**src/hw/rtl/hcpt_pkg.sv**
```systemverilog
// ----------------------------------------------------------------------------
// hcpt_pkg
// Shared constants, register indexes and types of the Hermite curve point
// transform pipeline.
// ----------------------------------------------------------------------------
`default_nettype none

package hcpt_pkg;

  localparam int T_FRAC_BITS_DEF    = 16;
  localparam int TRIG_FRAC_BITS_DEF = 14;

  localparam int COORD_W    = 16;
  localparam int T_IN_W     = 17;
  localparam int TRIG_W     = 16;
  localparam int SCALE_W    = 16;
  localparam int CENTER_W   = 12;
  localparam int COLOR_W    = 4;
  localparam int CFG_IDX_W  = 3;
  localparam int CFG_DATA_W = 16;

  // blended point width, the same for any t fraction width
  localparam int BLEND_W = 22;

  localparam int IN_TDATA_W  = 152;
  localparam int OUT_TDATA_W = 40;

  localparam logic [CFG_IDX_W-1:0] REG_COS_ANGLE  = 3'd0;
  localparam logic [CFG_IDX_W-1:0] REG_SIN_ANGLE  = 3'd1;
  localparam logic [CFG_IDX_W-1:0] REG_SCALE_X    = 3'd2;
  localparam logic [CFG_IDX_W-1:0] REG_SCALE_Y    = 3'd3;
  localparam logic [CFG_IDX_W-1:0] REG_CENTER_X   = 3'd4;
  localparam logic [CFG_IDX_W-1:0] REG_CENTER_Y   = 3'd5;
  localparam logic [CFG_IDX_W-1:0] REG_DRAW_COLOR = 3'd6;

  typedef struct packed {
    logic [COORD_W-1:0] tan_end_y;
    logic [COORD_W-1:0] tan_end_x;
    logic [COORD_W-1:0] tan_start_y;
    logic [COORD_W-1:0] tan_start_x;
    logic [COORD_W-1:0] end_y;
    logic [COORD_W-1:0] end_x;
    logic [COORD_W-1:0] start_y;
    logic [COORD_W-1:0] start_x;
  } seg_t;

  typedef struct packed {
    logic [TRIG_W-1:0]   cos_angle;
    logic [TRIG_W-1:0]   sin_angle;
    logic [SCALE_W-1:0]  scale_x;
    logic [SCALE_W-1:0]  scale_y;
    logic [CENTER_W-1:0] center_x;
    logic [CENTER_W-1:0] center_y;
    logic [COLOR_W-1:0]  draw_color;
  } cfg_t;

  localparam cfg_t CFG_RESET = '{
    cos_angle:  16'h4000,
    sin_angle:  16'h0000,
    scale_x:    16'h1000,
    scale_y:    16'h1000,
    center_x:   12'h000,
    center_y:   12'h000,
    draw_color: 4'hf
  };

endpackage

`default_nettype wire

```
**src/hw/rtl/hcpt_basis.sv**
```systemverilog
// ----------------------------------------------------------------------------
// hcpt_basis
// Three pipeline stages: clamp t and square it, cube it, then form the four
// Hermite basis weights.
// ----------------------------------------------------------------------------
`default_nettype none

module hcpt_basis #(
  parameter int T_FRAC_BITS = hcpt_pkg::T_FRAC_BITS_DEF
) (
  input  wire logic                               clk,
  input  wire logic                               rst,
  input  wire logic                               in_valid,
  output logic                                    in_ready,
  input  wire logic [hcpt_pkg::T_IN_W-1:0]        in_t,
  input  wire hcpt_pkg::seg_t                     in_seg,
  output logic                                    out_valid,
  input  wire logic                               out_ready,
  output logic signed [T_FRAC_BITS+3:0]           h00,
  output logic signed [T_FRAC_BITS+3:0]           h01,
  output logic signed [T_FRAC_BITS+3:0]           h10,
  output logic signed [T_FRAC_BITS+3:0]           h11,
  output hcpt_pkg::seg_t                          out_seg
);

  localparam int TW = (T_FRAC_BITS + 1 > hcpt_pkg::T_IN_W) ? hcpt_pkg::T_IN_W
                                                           : T_FRAC_BITS + 1;
  localparam int HW = T_FRAC_BITS + 4;
  localparam logic [31:0] ONE_W = 32'd1 << T_FRAC_BITS;
  localparam logic signed [HW-1:0] ONE_H = {3'b000, 1'b1, {T_FRAC_BITS{1'b0}}};

  logic            v1, v2, v3;
  logic            r1, r2, r3;
  logic [31:0]     t_wide;
  logic [TW-1:0]   t_cl;
  logic [2*TW-1:0] sq, sq_sh, cube, cube_sh;

  logic [TW-1:0]   t_s1, t2_s1;
  hcpt_pkg::seg_t  seg_s1;
  logic [TW-1:0]   t_s2, t2_s2, t3_s2;
  hcpt_pkg::seg_t  seg_s2;

  logic signed [HW-1:0] te, t2e, t3e;

  assign r3 = !v3 || out_ready;
  assign r2 = !v2 || r3;
  assign r1 = !v1 || r2;
  assign in_ready  = r1;
  assign out_valid = v3;

  // t above one saturates to one
  assign t_wide  = {{(32-hcpt_pkg::T_IN_W){1'b0}}, in_t};
  assign t_cl    = (t_wide > ONE_W) ? ONE_W[TW-1:0] : t_wide[TW-1:0];
  assign sq      = t_cl * t_cl;
  assign sq_sh   = sq >> T_FRAC_BITS;
  assign cube    = t2_s1 * t_s1;
  assign cube_sh = cube >> T_FRAC_BITS;

  assign te  = $signed({{(HW-TW){1'b0}}, t_s2});
  assign t2e = $signed({{(HW-TW){1'b0}}, t2_s2});
  assign t3e = $signed({{(HW-TW){1'b0}}, t3_s2});

  always_ff @(posedge clk) begin
    if (rst) begin
      v1 <= 1'b0;
      v2 <= 1'b0;
      v3 <= 1'b0;
    end else begin
      if (r1) v1 <= in_valid;
      if (r2) v2 <= v1;
      if (r3) v3 <= v2;
    end
  end

  always_ff @(posedge clk) begin
    if (r1 && in_valid) begin
      t_s1   <= t_cl;
      t2_s1  <= sq_sh[TW-1:0];
      seg_s1 <= in_seg;
    end
    if (r2 && v1) begin
      t_s2   <= t_s1;
      t2_s2  <= t2_s1;
      t3_s2  <= cube_sh[TW-1:0];
      seg_s2 <= seg_s1;
    end
    if (r3 && v2) begin
      h00     <= (t3e <<< 1) - t2e - (t2e <<< 1) + ONE_H;
      h01     <= (t2e <<< 1) + t2e - (t3e <<< 1);
      h10     <= t3e - (t2e <<< 1) + te;
      h11     <= t3e - t2e;
      out_seg <= seg_s2;
    end
  end

endmodule

`default_nettype wire

```
**config.mk**
```make
export PLATFORM = sky130hd
export DESIGN_NAME = hcpt_basis
export DESIGN_NICKNAME = d
export VERILOG_FILES = /design/src/hw/rtl/hcpt_pkg.sv /design/src/hw/rtl/hcpt_basis.sv
export SDC_FILE = /design/constraint.sdc
export NUM_CORES = 2
export LEC_CHECK = 0
export BUFFER_PORTS_ARGS = -buffer_cell sky130_fd_sc_hd__buf_2
export CAP_MARGIN = 20
export CORE_AREA = 2 2 333 335
export DETAILED_ROUTE_END_ITERATION = 8
export DIE_AREA = 0 0 335 337
export MAX_ROUTING_LAYER = met4
export SETUP_SLACK_MARGIN = 0.5
export SYNTH_ARGS = -nofsm -noshare
export SYNTH_HDL_FRONTEND = slang
export SYNTH_SLANG_ARGS = --single-unit
```
**constraint.sdc**
```tcl
create_clock -name clk -period 23.8 [get_ports clk]
set_input_delay 3.57 -clock clk [delete_from_list [all_inputs] [get_ports clk]]
set_output_delay 3.57 -clock clk [all_outputs]
set_load 0.005 [all_outputs]
```
==> results.rst <==
.. list-table::
   :header-rows: 1

   * - Metric
     - Value
   * - Result of the run
     - completed
   * - Placed wire-length estimate
     - about 65,000 um
   * - Most common cell after layout, fill and taps aside
     - sky130_fd_sc_hd__inv_1
   * - Hold Path End
     - out_seg[110]
   * - Clock sink total
     - 549
   * - Capturing element type of the critical path
     - flop
   * - Most used routing layer
     - met2
   * - Grt ovf
     - 0
   * - Period minus WS final
     - between 10 and 15 ns
   * - Fill cells
     - 10,500
   * - Number of antenna violations at the first check in global routing
     - 5
   * - Sum of negative setup slack
     - 0 ns
   * - CTS Buffer Depth
     - 3
   * - Later-pin clock latency in the skew report
     - about 0.65 ns
   * - Mean Syn Cell Area
     - 12.3 um2
   * - Logic depth of the worst register-to-register path
     - 20
   * - HP Start
     - seg_s2[110]
   * - Data required time of the worst path
     - 24.20 ns
   * - Number of vias in the routed layout
     - around 23,000
   * - Buf/Inv on CP
     - 7
   * - Commonest cells after routing, fill and taps aside
     - sky130_fd_sc_hd__inv_1 (609), sky130_fd_sc_hd__edfxtp_1 (546), sky130_fd_sc_hd__fa_1 (433)
   * - GR met3 Demand/Resource
     - 0.0302
   * - Final max-slew violation count
     - 0
   * - Iter 0 DRT Violations
     - 1,214
   * - Setup repair after global routing missed its margin
     - false
   * - Synthesis warning total
     - 0
   * - Area added between synthesis and finish
     - 14.3%
   * - Clock tree skew after final layout
     - around 0.054 ns
   * - Final antenna-violating net count
     - 0
   * - Total iterations of the first detailed-routing run
     - 5
   * - Final core utilization
     - 0.396
   * - Most prevalent standard cell on the critical path
     - sky130_fd_sc_hd__fa_1
   * - Worst setup path class
     - in2reg
   * - Data arrival, critical path
     - roughly 11 ns
   * - Kind of path behind the tightest hold check
     - reg2reg
   * - Number of synthesized flops with an enable pin
     - 546
   * - Largest net degree at the start of global routing
     - 70
   * - Largest delay share family, worst path
     - adder cells
   * - I/O pin total
     - roughly 360
   * - GRT met1 Usage
     - 0.194
   * - Number of cells upsized or downsized after cts
     - 0
   * - Highest net fanout along the worst path
     - 58
   * - Placement Rows
     - between 100 and 150
   * - Root Driver
     - sky130_fd_sc_hd__clkbuf_16
   * - Transition time of the tightest slew-check pin
     - around 1.0 ns
   * - Mapped cell area
     - 37,900 um2
   * - IO buf count
     - 358
   * - Met2 track demand over resource in global routing
     - 0.253
   * - Placed Cells incl. Taps
     - between 4,000 and 5,000
   * - Number of hold-repair buffers added at the cts stage
     - 0
   * - Number of vias per cell after detailed routing
     - 4.61
   * - Reg-to-reg critical path endpoint
     - t3_s2[16]
   * - Number of remaining DRC errors
     - 0
   * - Distinct cell type count of the synthesized netlist
     - 63
   * - Beginning of the worst register-to-register path
     - t2_s1[9]
   * - Normalized max-slew margin
     - 0.304
   * - Sequential-to-total area share from yosys stat
     - 0.434
   * - Die Y-Extent
     - around 340 um
   * - Share of synthesized flip-flops with an asynchronous set or reset
     - 0
   * - Multi-input gate area in the final layout
     - about 19,000 um2
   * - Fraction of layout instances using a drive strength above 1
     - 0.139
   * - Hold Path Depth
     - 0
   * - Global-route total usage across every layer
     - 0.153
   * - Number of standard cells after synthesis
     - 3,090
   * - F_max
     - 0.0950 GHz
   * - Number of endpoints with negative hold slack in the final report
     - 0
   * - H-tree depth
     - 2
   * - Vias in the first global route
     - 24,100
   * - Slowest stage cell, crit path
     - sky130_fd_sc_hd__and2_1
   * - Setup slack, reg-to-reg
     - roughly 17 ns
   * - Critical path startpoint category
     - input pin
   * - TritonCTS clock tree
     - done
   * - Delay of the slowest cell on the worst path
     - ~0.56 ns
   * - Core Region
     - 110,000 um2
   * - Number of buffers created by CTS
     - 57
   * - GPL Wtd Cong
     - approximately 0.84
   * - Final worst path period share
     - 0.442
   * - WL per Instance
     - 16.7 um
   * - Count of max-cap constraint violations
     - 0
   * - Sequential cell area
     - around 16,000 um2
   * - Wire length of the first global-routing pass
     - 132,000 um
   * - WL final
     - approximately 83,000 um
   * - Starting utilization of the core area
     - 0.346
   * - Clock transition at path regs
     - roughly 0.06 ns
   * - Setup-failing EPs final
     - 0
   * - Non-filler cells, final
     - approximately 4,900
   * - # Post-CTS Setup Buffers
     - 0
   * - Layout Nets
     - roughly 4,400
   * - Die footprint
     - ~110,000 um2
   * - Top_reg_cell synth
     - sky130_fd_sc_hd__edfxtp_1
   * - Total of flip-flops plus latches after synthesis
     - between 500 and 600
   * - Width of the die
     - approximately 340 um
area by class of cell:
type	count	area share
antenna	5	0.000289
clock buffer	65	0.0341
clock inverter	39	0.00903
inverter	609	0.0527
multi-input combinational	1868	0.438
sequential	549	0.380
tap	1426	0.0411
timing repair buffer	383	0.0457
Yosys cell counts, drive strengths merged (52+ instances only):
cell	n	area, um2
nor2	95	357
inv	609	2290
ha	319	3990
and3	56	350
clkbuf	82	309
o21ai	52	260
a21oi	75	375
and2	109	682
fa	433	8670
nand2	315	1180
xnor2	101	892
edfxtp	546	16400
stage by stage:
step / hold slack [ns] / setup WS (ns) / area, um2
finish: 0.398 / 13.27 / 43400
global route: 0.399 / 12.70 / 43400
CTS: 0.394 / 13.29 / 43300
detailed placement: 0.405 / 12.56 / 41500
global placement: 0.400 / 12.73 / 41500
floorplan: 0.400 / 6.24 / 38000
routing by layer:
metal,wire (um),share of wire
met4,1950,0.024
met5,0,0
met3,5320,0.064
met1,36300,0.44
met2,39300,0.47
registers in the layout (all words and copies together) (netlist names), 17 cells and up:
| register | flops |
|---|---|
| t2_s1 | 17 |
| out_seg | 128 |
| t_s2 | 17 |
| seg_s2 | 128 |
| seg_s1 | 128 |
| t2_s2 | 17 |
| t_s1 | 17 |
| h00 | 20 |
| h01 | 19 |
| h11 | 18 |
| h10 | 20 |
| t3_s2 | 17 |
cell families (layout without fill, tap and decap cells):
logic type | Yosys count | count (layout) | synth area share
multiplexers | 1 | 1 | 0.000297
adder cells (fa/ha/maj) | 752 | 752 | 0.334
flip-flops | 549 | 549 | 0.434
other | 2 | 28 | 0.000198
XOR/XNOR | 125 | 125 | 0.0291
AND/OR/NAND/NOR | 696 | 696 | 0.0868
buffers and inverters | 694 | 1096 | 0.0690
AO/OA/AOI/OAI | 271 | 271 | 0.0471
worst max-delay path by stage:
stage / from / to / slack (ns) / cells past startpoint
after floorplan: out_ready / seg_s2[0] / 6.24 / 2
after global placement: in_t[13] / t2_s1[15] / 12.73 / 26
after detailed placement: in_t[14] / t2_s1[15] / 12.56 / 28
after CTS: in_t[11] / t2_s1[15] / 13.29 / 28
after global routing: in_t[11] / t2_s1[15] / 12.70 / 28
final: in_t[11] / t2_s1[15] / 13.27 / 28
Power is left out: the tool's default activity adds up to more than one toggle a clock period on the data nets, which glitch-free logic cannot reach.
